==> config.mk <==
export PLATFORM = sky130hd
export DESIGN_NAME = lps_terms
export DESIGN_NICKNAME = d
export VERILOG_FILES = /design/src/design/assert_macros.svh /design/src/design/lps_pkg.sv /design/src/design/lps_terms.sv
export SDC_FILE = /design/constraint.sdc
export NUM_CORES = 2
export LEC_CHECK = 0
export ABC_AREA = 1
export BUFFER_PORTS_ARGS = -buffer_cell sky130_fd_sc_hd__buf_2
export CAP_MARGIN = 20
export CORE_MARGIN = 2
export CORE_UTILIZATION = 45
export DETAILED_ROUTE_END_ITERATION = 10
export PLACE_DENSITY = 0.69
export SETUP_SLACK_MARGIN = 0.5
export SYNTH_ARGS = -nofsm -noshare
export SYNTH_HDL_FRONTEND = slang
export SYNTH_SLANG_ARGS = --single-unit
export TNS_END_PERCENT = 50
==> constraint.sdc <==
create_clock -name clk -period 10.6 [get_ports clk]
set_clock_uncertainty 0.1 [all_clocks]
set_input_delay 1.59 -clock clk [delete_from_list [all_inputs] [get_ports clk]]
set_output_delay 1.59 -clock clk [all_outputs]
set_load 0.005 [all_outputs]
==> src/design/assert_macros.svh <==
// assertion macros shared by the steering controller rtl
// every macro expects a clock named clk and an active-high reset named rst
`ifndef ASSERT_MACROS_SVH
`define ASSERT_MACROS_SVH

// expr holds at every clock edge outside reset
`define ASSERT_ALWAYS(label, expr, msg) \
  label: assert property (@(posedge clk) disable iff (rst) (expr)) else $error(msg);

// cons holds in the same cycle as ante
`define ASSERT_IMPL(label, ante, cons, msg) \
  label: assert property (@(posedge clk) disable iff (rst) (ante) |-> (cons)) else $error(msg);

// cons holds in the cycle after ante
`define ASSERT_NEXT(label, ante, cons, msg) \
  label: assert property (@(posedge clk) disable iff (rst) (ante) |=> (cons)) else $error(msg);

`endif

==> src/design/lps_pkg.sv <==
// shared types, constants and constant dividers for the steering controller
// used by lps_terms and line_position_pid_steering; no dependencies
package lps_pkg;

  typedef enum logic [1:0] {
    REG_PROP_GAIN  = 2'd0,
    REG_INTEG_GAIN = 2'd1,
    REG_DERIV_GAIN = 2'd2
  } cfg_reg_t;

  localparam logic [2:0]         MAX_INDEX   = 3'd6;
  localparam logic signed [12:0] CENTER_POS  = 13'sd1536;
  localparam logic signed [9:0]  CORR_MAX    = 10'sd305;
  localparam logic signed [9:0]  CORR_MIN    = -10'sd305;
  localparam logic signed [15:0] INTEG_MAX   = 16'sd20000;
  localparam logic signed [15:0] INTEG_MIN   = -16'sd20000;
  localparam logic signed [11:0] SERVO_MID   = 12'sd1500;

  // reciprocal constants, exact for the magnitudes seen here
  localparam logic [20:0] DIV10_MUL    = 21'd1677722;
  localparam int          DIV10_SHIFT  = 24;
  localparam logic [20:0] DIV100_MUL   = 21'd1342178;
  localparam int          DIV100_SHIFT = 27;
  localparam logic [23:0] DIV1000_MUL  = 24'd8589935;
  localparam int          DIV1000_SHIFT = 33;

  // feed-forward part of one item, ready for the integral loop
  typedef struct packed {
    logic signed [16:0] corr_ff;     // p term + d term
    logic signed [8:0]  integ_step;  // error / 10
    logic signed [27:0] hi_pos;      // upper limit compare, product >= 0
    logic signed [27:0] hi_neg;      // upper limit compare, product < 0
    logic signed [27:0] lo_pos;      // lower limit compare, product >= 0
    logic signed [27:0] lo_neg;      // lower limit compare, product < 0
  } lps_terms_t;

  // truncating division toward zero by ten
  function automatic logic signed [19:0] sdiv10(input logic signed [19:0] x);
    logic [19:0] mag;
    logic [40:0] prod;
    logic [19:0] quo;
    mag  = x[19] ? 20'(-x) : 20'(x);
    prod = {21'b0, mag} * {20'b0, DIV10_MUL};
    quo  = 20'(prod >> DIV10_SHIFT);
    return x[19] ? -$signed(quo) : $signed(quo);
  endfunction

  // truncating division toward zero by one hundred
  function automatic logic signed [20:0] sdiv100(input logic signed [20:0] x);
    logic [20:0] mag;
    logic [41:0] prod;
    logic [20:0] quo;
    mag  = x[20] ? 21'(-x) : 21'(x);
    prod = {21'b0, mag} * {21'b0, DIV100_MUL};
    quo  = 21'(prod >> DIV100_SHIFT);
    return x[20] ? -$signed(quo) : $signed(quo);
  endfunction

  // truncating division toward zero by one thousand
  function automatic logic signed [23:0] sdiv1000(input logic signed [23:0] x);
    logic [23:0] mag;
    logic [47:0] prod;
    logic [23:0] quo;
    mag  = x[23] ? 24'(-x) : 24'(x);
    prod = {24'b0, mag} * {24'b0, DIV1000_MUL};
    quo  = 24'(prod >> DIV1000_SHIFT);
    return x[23] ? -$signed(quo) : $signed(quo);
  endfunction

endpackage

==> src/design/lps_terms.sv <==
// feed-forward pipeline: error, derivative, p and d terms, integral step
// and the saturation thresholds; depends on lps_pkg
module lps_terms (
  input  logic                    clk,
  input  logic                    rst,
  input  logic [7:0]              prop_gain,
  input  logic [7:0]              deriv_gain,
  input  logic                    in_valid,
  output logic                    in_ready,
  input  logic [2:0]              peak_index,
  input  logic [7:0]              left_level,
  input  logic [7:0]              right_level,
  output logic                    out_valid,
  input  logic                    out_ready,
  output lps_pkg::lps_terms_t     terms
);
  import lps_pkg::*;

  logic signed [11:0] last_error;

  logic               v1, v2, v3;
  logic               r1, r2, r3, r4;
  logic signed [11:0] err1;
  logic signed [12:0] dif1;
  logic signed [19:0] pe2;
  logic signed [20:0] pd2;
  logic signed [8:0]  q2, q3;
  logic signed [16:0] a3;

  logic [2:0]         idx_sat;
  logic signed [12:0] pos;
  logic signed [12:0] err_full;
  logic signed [11:0] err_new;
  logic signed [12:0] err_ext;
  logic signed [12:0] last_ext;
  logic signed [12:0] dif_full;
  logic signed [20:0] pe_full;
  logic signed [21:0] pd_full;
  logic signed [19:0] err1_ext;
  logic signed [19:0] q_full;
  logic signed [21:0] a_full;
  logic signed [27:0] a_wide;
  logic signed [27:0] k_hi;
  logic signed [27:0] k_lo;
  logic signed [27:0] hi_pos_c;
  logic signed [27:0] lo_neg_c;

  // each stage takes a new item when empty or when its item moves on
  assign r4       = !out_valid || out_ready;
  assign r3       = !v3 || r4;
  assign r2       = !v2 || r3;
  assign r1       = !v1 || r2;
  assign in_ready = r1;

  // stage 1: position error and its change since the last item
  always_comb begin
    idx_sat  = (peak_index > MAX_INDEX) ? MAX_INDEX : peak_index;
    pos      = $signed({1'b0, idx_sat, 9'b0}) + $signed({5'b0, right_level})
             - $signed({5'b0, left_level});
    err_full = CENTER_POS - pos;
    err_new  = err_full[11:0];
    err_ext  = 13'(err_new);
    last_ext = 13'(last_error);
    dif_full = err_ext - last_ext;
  end

  always_ff @(posedge clk) begin
    if (rst) begin
      last_error <= '0;
    end else if (in_valid && in_ready) begin
      last_error <= err_new;
    end
  end

  always_ff @(posedge clk) begin
    if (rst) begin
      v1 <= 1'b0;
    end else if (r1) begin
      v1 <= in_valid;
    end
  end

  always_ff @(posedge clk) begin
    if (r1) begin
      err1 <= err_new;
      dif1 <= dif_full;
    end
  end

  // stage 2: gain products and the integral step
  always_comb begin
    pe_full  = $signed({1'b0, prop_gain}) * err1;
    pd_full  = $signed({1'b0, deriv_gain}) * dif1;
    err1_ext = 20'(err1);
    q_full   = sdiv10(err1_ext);
  end

  always_ff @(posedge clk) begin
    if (rst) begin
      v2 <= 1'b0;
    end else if (r2) begin
      v2 <= v1;
    end
  end

  always_ff @(posedge clk) begin
    if (r2) begin
      pe2 <= pe_full[19:0];
      pd2 <= pd_full[20:0];
      q2  <= q_full[8:0];
    end
  end

  // stage 3: scale p and d terms down and add them
  assign a_full = sdiv10(pe2) + sdiv100(pd2);

  always_ff @(posedge clk) begin
    if (rst) begin
      v3 <= 1'b0;
    end else if (r3) begin
      v3 <= v2;
    end
  end

  always_ff @(posedge clk) begin
    if (r3) begin
      a3 <= a_full[16:0];
      q3 <= q2;
    end
  end

  // stage 4: limits on ki*integral that make the correction reach +-305,
  // with the truncation of the /1000 folded in per sign
  always_comb begin
    a_wide   = 28'(a3);
    k_hi     = 28'(CORR_MAX) - a_wide;
    k_lo     = 28'(CORR_MIN) - a_wide;
    hi_pos_c = k_hi * 28'sd1000;
    lo_neg_c = k_lo * 28'sd1000;
  end

  always_ff @(posedge clk) begin
    if (rst) begin
      out_valid <= 1'b0;
    end else if (r4) begin
      out_valid <= v3;
    end
  end

  always_ff @(posedge clk) begin
    if (r4) begin
      terms.corr_ff    <= a3;
      terms.integ_step <= q3;
      terms.hi_pos     <= hi_pos_c;
      terms.hi_neg     <= hi_pos_c - 28'sd999;
      terms.lo_pos     <= lo_neg_c + 28'sd999;
      terms.lo_neg     <= lo_neg_c;
    end
  end

endmodule
# Word-level counts from Yosys, hierarchy flattened
# Cells that the tools add are included.
# classes
multipliers	7
n_reduce_logical	9
mux	7
n_addsub	15
order_cmp	1
# ops
operator	count
18-bit by 8-bit multiplier with 25-bit output, second input constant	2
21-bit by 20-bit multiplier with 41-bit output, second input constant	1
20-bit by 20-bit multiplier with 40-bit output, second input constant	1
20-bit 2-to-1 mux	2
10-bit by 17-bit subtractor with 18-bit output, first input constant	2
17-bit 2-to-1 mux	2
20-bit by 20-bit multiplier with 32-bit output, second input constant	1
28-bit by 11-bit adder with 28-bit output, second input constant	1
28-bit by 11-bit subtractor with 28-bit output, second input constant	1
9-bit by 13-bit multiplier with 21-bit output	1
21-bit 2-to-1 mux	1
21-bit negation	1
9-bit by 12-bit multiplier with 20-bit output	1
12-bit negation with 20-bit output	1
20-bit negation	1
17-bit adder	1
15-bit negation with 17-bit output	1
17-bit negation	1
12-bit by 12-bit subtractor with 13-bit output	1
12-bit by 8-bit adder with 12-bit output	1
12-bit subtractor, first input constant	1
12-bit by 9-bit subtractor with 12-bit output	1
9-bit 2-to-1 mux	1
9-bit negation	1
5 further kinds	11
# word_totals
register_bits	249
output_inout_bits	140
in_bits	39

# Logic depth before layout (Yosys ltp)
# logic_depth
depth_word	6
depth_mapped	60
mapped_depth_nobuf	60

# Worst setup path before layout
# OpenSTA, ideal clock, no wires.
# synth_path
path_type	register to register
start	register pd2[0]
end	register a3[13] (data pin)
slack_ns	1.051
path_stages_with_launch	47
required_ns	10.241
path_buffers	0
t_arrival_ns	9.190
setup_time_ns	0.259
path_cell_list	edfxtp_1 inv_1 ha_1 nand3_2 nor3_1 inv_1 nor3_2 nand3_1 nor3_1 nand4_1 nor4_1 ha_1 inv_1 fa_1 fa_1 inv_1 fa_1 fa_1 [11 not listed] xor2_1 ha_1 nand3_1 nand2_1 xor2_1 inv_1 ha_1 a21o_1 a21oi_1 o21bai_1 a21oi_1 o21ai_0 a21oi_1 o21bai_1 a21o_1 nand2_1 nand2_1 xor2_1
# synth_between
elab_chain_len	6
# synth_rtl
element	line	text
start: declaration	lps_terms.sv:26	logic signed [20:0] pd2;
start signal: assignment	lps_terms.sv:109	pd2 <= pd_full[20:0];
21-bit negation	lps_pkg.sv:53	mag = x[20] ? 21'(-x) : 21'(x);
21-bit 2-to-1 mux *	lps_pkg.sv:53	
21-bit by 20-bit multiplier with 41-bit output *	lps_pkg.sv:54	prod = {21'b0, mag} * {21'b0, DIV100_MUL};
15-bit negation with 17-bit output	lps_pkg.sv:56	return x[20] ? -$signed(quo) : $signed(quo);
17-bit 2-to-1 mux *	lps_pkg.sv:56	
17-bit adder *	lps_terms.sv:115	assign a_full = sdiv10(pe2) + sdiv100(pd2);
named net a_full[13]	lps_terms.sv:41	logic signed [21:0] a_full;
end signal: assignment	lps_terms.sv:127	a3 <= a_full[16:0];
end: declaration	lps_terms.sv:28	logic signed [16:0] a3;
# The timed path passes the listed nets; every way through them passes the cells marked *.
# A chain may end at the register's enable or synchronous reset.

# Final worst setup path
# Same ends and word-level chain as after synthesis.

==> flow_metrics.tcl <==
set metrics [dict create \
    ys_ff_latch 238 \
    worstReg2RegEnd "a3[13]" \
    yosys_warnings 0 \
    status "completed" \
    cts-htree-levels 1 \
    netlist_instances 5624 \
    io_pins 179 \
    cts_buffers 30 \
    reg2regPathDepth 48 \
    setup_viol 0 \
    fin_nets 7431 \
    drc 0 \
    min_path_cells 0 \
    core_mm2 0.109 \
    slowest_stage "fa_1" \
    place_congestion 0.940 \
    portBuffers 166 \
    synth-edff-count 222 \
    clock.fmax_ghz 0.104 \
    drtPass1Iterations 6 \
    arrival_ns 9.83 \
    ys_seq_area_share_pct 14.2 \
    synth_compound_area_share_pct 5.43 \
    final_antenna_net_count 0 \
    synth_xor_area_share_pct 5.42 \
    max_stage_delay_ns 0.52 \
    synth_area_mm2 0.0492 \
    critical_path_class "reg -> reg" \
    grt_pass1_vias 37799 \
    drtIter0Drc 1813 \
    path_clk_slew_ns 0.06 \
    synth_top_area_share_pct 28.6 \
    syn_avg_cell_area_um2 8.74 \
    grt_max_degree 80 \
    hp-class "reg -> reg" \
    synth_area_leader_cell "fa_1" \
    synth_most_common_cell "inv_1" \
    required_ns 10.84 \
    syn2layout_area_growth_pct 8.74 \
    regToRegSetupSlack_ns 1.01 \
    hold_path_end "q3[7]" \
    viasPerCell 4.90 \
    drv_slew 0 \
    maxSlewHeadroom_pct 33.4 \
    cts_tree "done" \
    drive_gt1_share_pct 7.99 \
    avgRoutedWirePerCell_um 15.4 \
    crit_top_cell "inv_1" \
    path_max_fanout 7 \
    synth_area_leaders "fa_1, ha_1, edfxtp_1, inv_1, nand2_1" \
    cp_num_buf_inv 9 \
    synth_common_cells "inv_1, ha_1, nand2_1" \
    finalCritPeriodShare_pct 90.5 \
    initial_core_util_pct 45.3 \
    grt_pass1_wl_mm 187 \
    dr_total_vias 35780 \
    dp_hpwl_mm 99.9 \
    antenna_found_initial 3 \
    rows 121 \
    clock_sinks 238 \
    track_usage_pct 20.6 \
    synth-main-ff-cell "edfxtp_1" \
    r2r_start "pd2[0]" \
    cts-root-buf "clkbuf_16" \
    worstSetupEndpointType "flop" \
    clk_latency_ns 0.61 \
    worst_pin_slew_ns 0.992 \
    finalHoldViolCount 0 \
    cts.path.max_buffers 3 \
    synth_top_family_by_area "adder cells" \
    dieArea_mm2 0.112 \
    synthAdderAreaFrac_pct 49.8 \
    cp_top_family "adder cells" \
    async_flop_share_pct 0 \
    rsz0062_at_grt "yes" \
    overflow 0 \
    ys_types 65 \
    finalSetupTns_ns 0 \
    min_from "q2[7]" \
    synthMuxAreaShare_pct 0 \
    die_x_um 335 \
    cp-start-kind "flop" \
    drv_cap 0 \
    synth-simple-area-share_pct 12.1 \
    die_y_um 335 \
    drt-total-wl_mm 113 \
    min_period_ns 9.59 \
]
-- state kept, by name, indices dropped and copies added (netlist names) --
signal	count
err1	12
out_valid	1
a3	17
v3	1
v1	1
q2	9
last_error	12
terms	121
q3	9
v2	1
pd2	21
pe2	20
dif1	13
-- cells in the final DEF (no fill, tap or decap), types with 82 or more instances in the layout --
cell,instances
nand2_1,824
ha_1,818
inv_1,1590
xor2_1,187
xnor2_1,82
a21oi_1,206
buf_2,166
nor2_1,267
nand3_1,108
o21ai_0,113
fa_1,701
edfxtp_1,222
-- metal layers --
layer / wire length (um) / global-route usage, % / vias up
met5: 0 / 0 / -
met4: 2840 / 5.07 / 0
met3: 4080 / 1.64 / 165
met2: 56900 / 38.0 / 700
met1: 48700 / 25.9 / 17338
li1: - / - / 17577
-- cells by family (layout without fill, tap and decap cells) --
logic type,Yosys count,count (layout)
compound gates,469,469
xor+xnor,293,293
fa+ha+maj,1535,1535
buf+inv,1688,1893
flops,238,238
other cells,2,54
simple gates,1399,1399
-- final cells by class --
class                           instances  area (um^2)
Fill cell                           10205        55100
Timing Repair Buffer                  222         1260
Antenna cell                            1         2.50
Multi-Input combinational cell       3749        36400
Clock inverter                         22          163
Inverter                             1616         6070
Clock buffer                           33          783
Sequential cell                       238         6990
Tap cell                             1414         1770
-- how the worst max path moves through the flow --
stage / from / depth (start not counted) / endpoint
after detailed placement: pe2[1] / 49 / a3[13]
after floorplan: pd2[0] / 46 / a3[13]
final: pd2[0] / 48 / a3[13]
after CTS: pd2[0] / 54 / a3[16]
after global placement: pd2[0] / 44 / a3[13]
after global routing: pe2[1] / 51 / a3[16]
-- through the flow --
step / util, % / worst slack, ns / cells / cell area [um^2] / hold slack [ns]
global placement: 47.7 / 0.527 / 7212 / 51800 / 0.304
detailed placement: 47.7 / 0.236 / 7212 / 51800 / 0.308
floorplan: - / 1.05 / 5675 / 49300 / 0.300
finish: 49.2 / 1.01 / 7295 / 53500 / 0.316
global route: 49.2 / 0.362 / 7295 / 53500 / 0.328
CTS: 48.7 / 0.507 / 7268 / 52800 / 0.317
-- repair_timing --
item,4_1_cts,5_1_grt
hold endpoints to repair,0,0
resized for setup,13,89
setup buffers,1,26
endpoints found under the setup margin,3,9
pin swaps,1,18
hold buffers,0,0
Power is left out: the tool's default activity adds up to more than one toggle a clock period on the data nets, which glitch-free logic cannot reach.
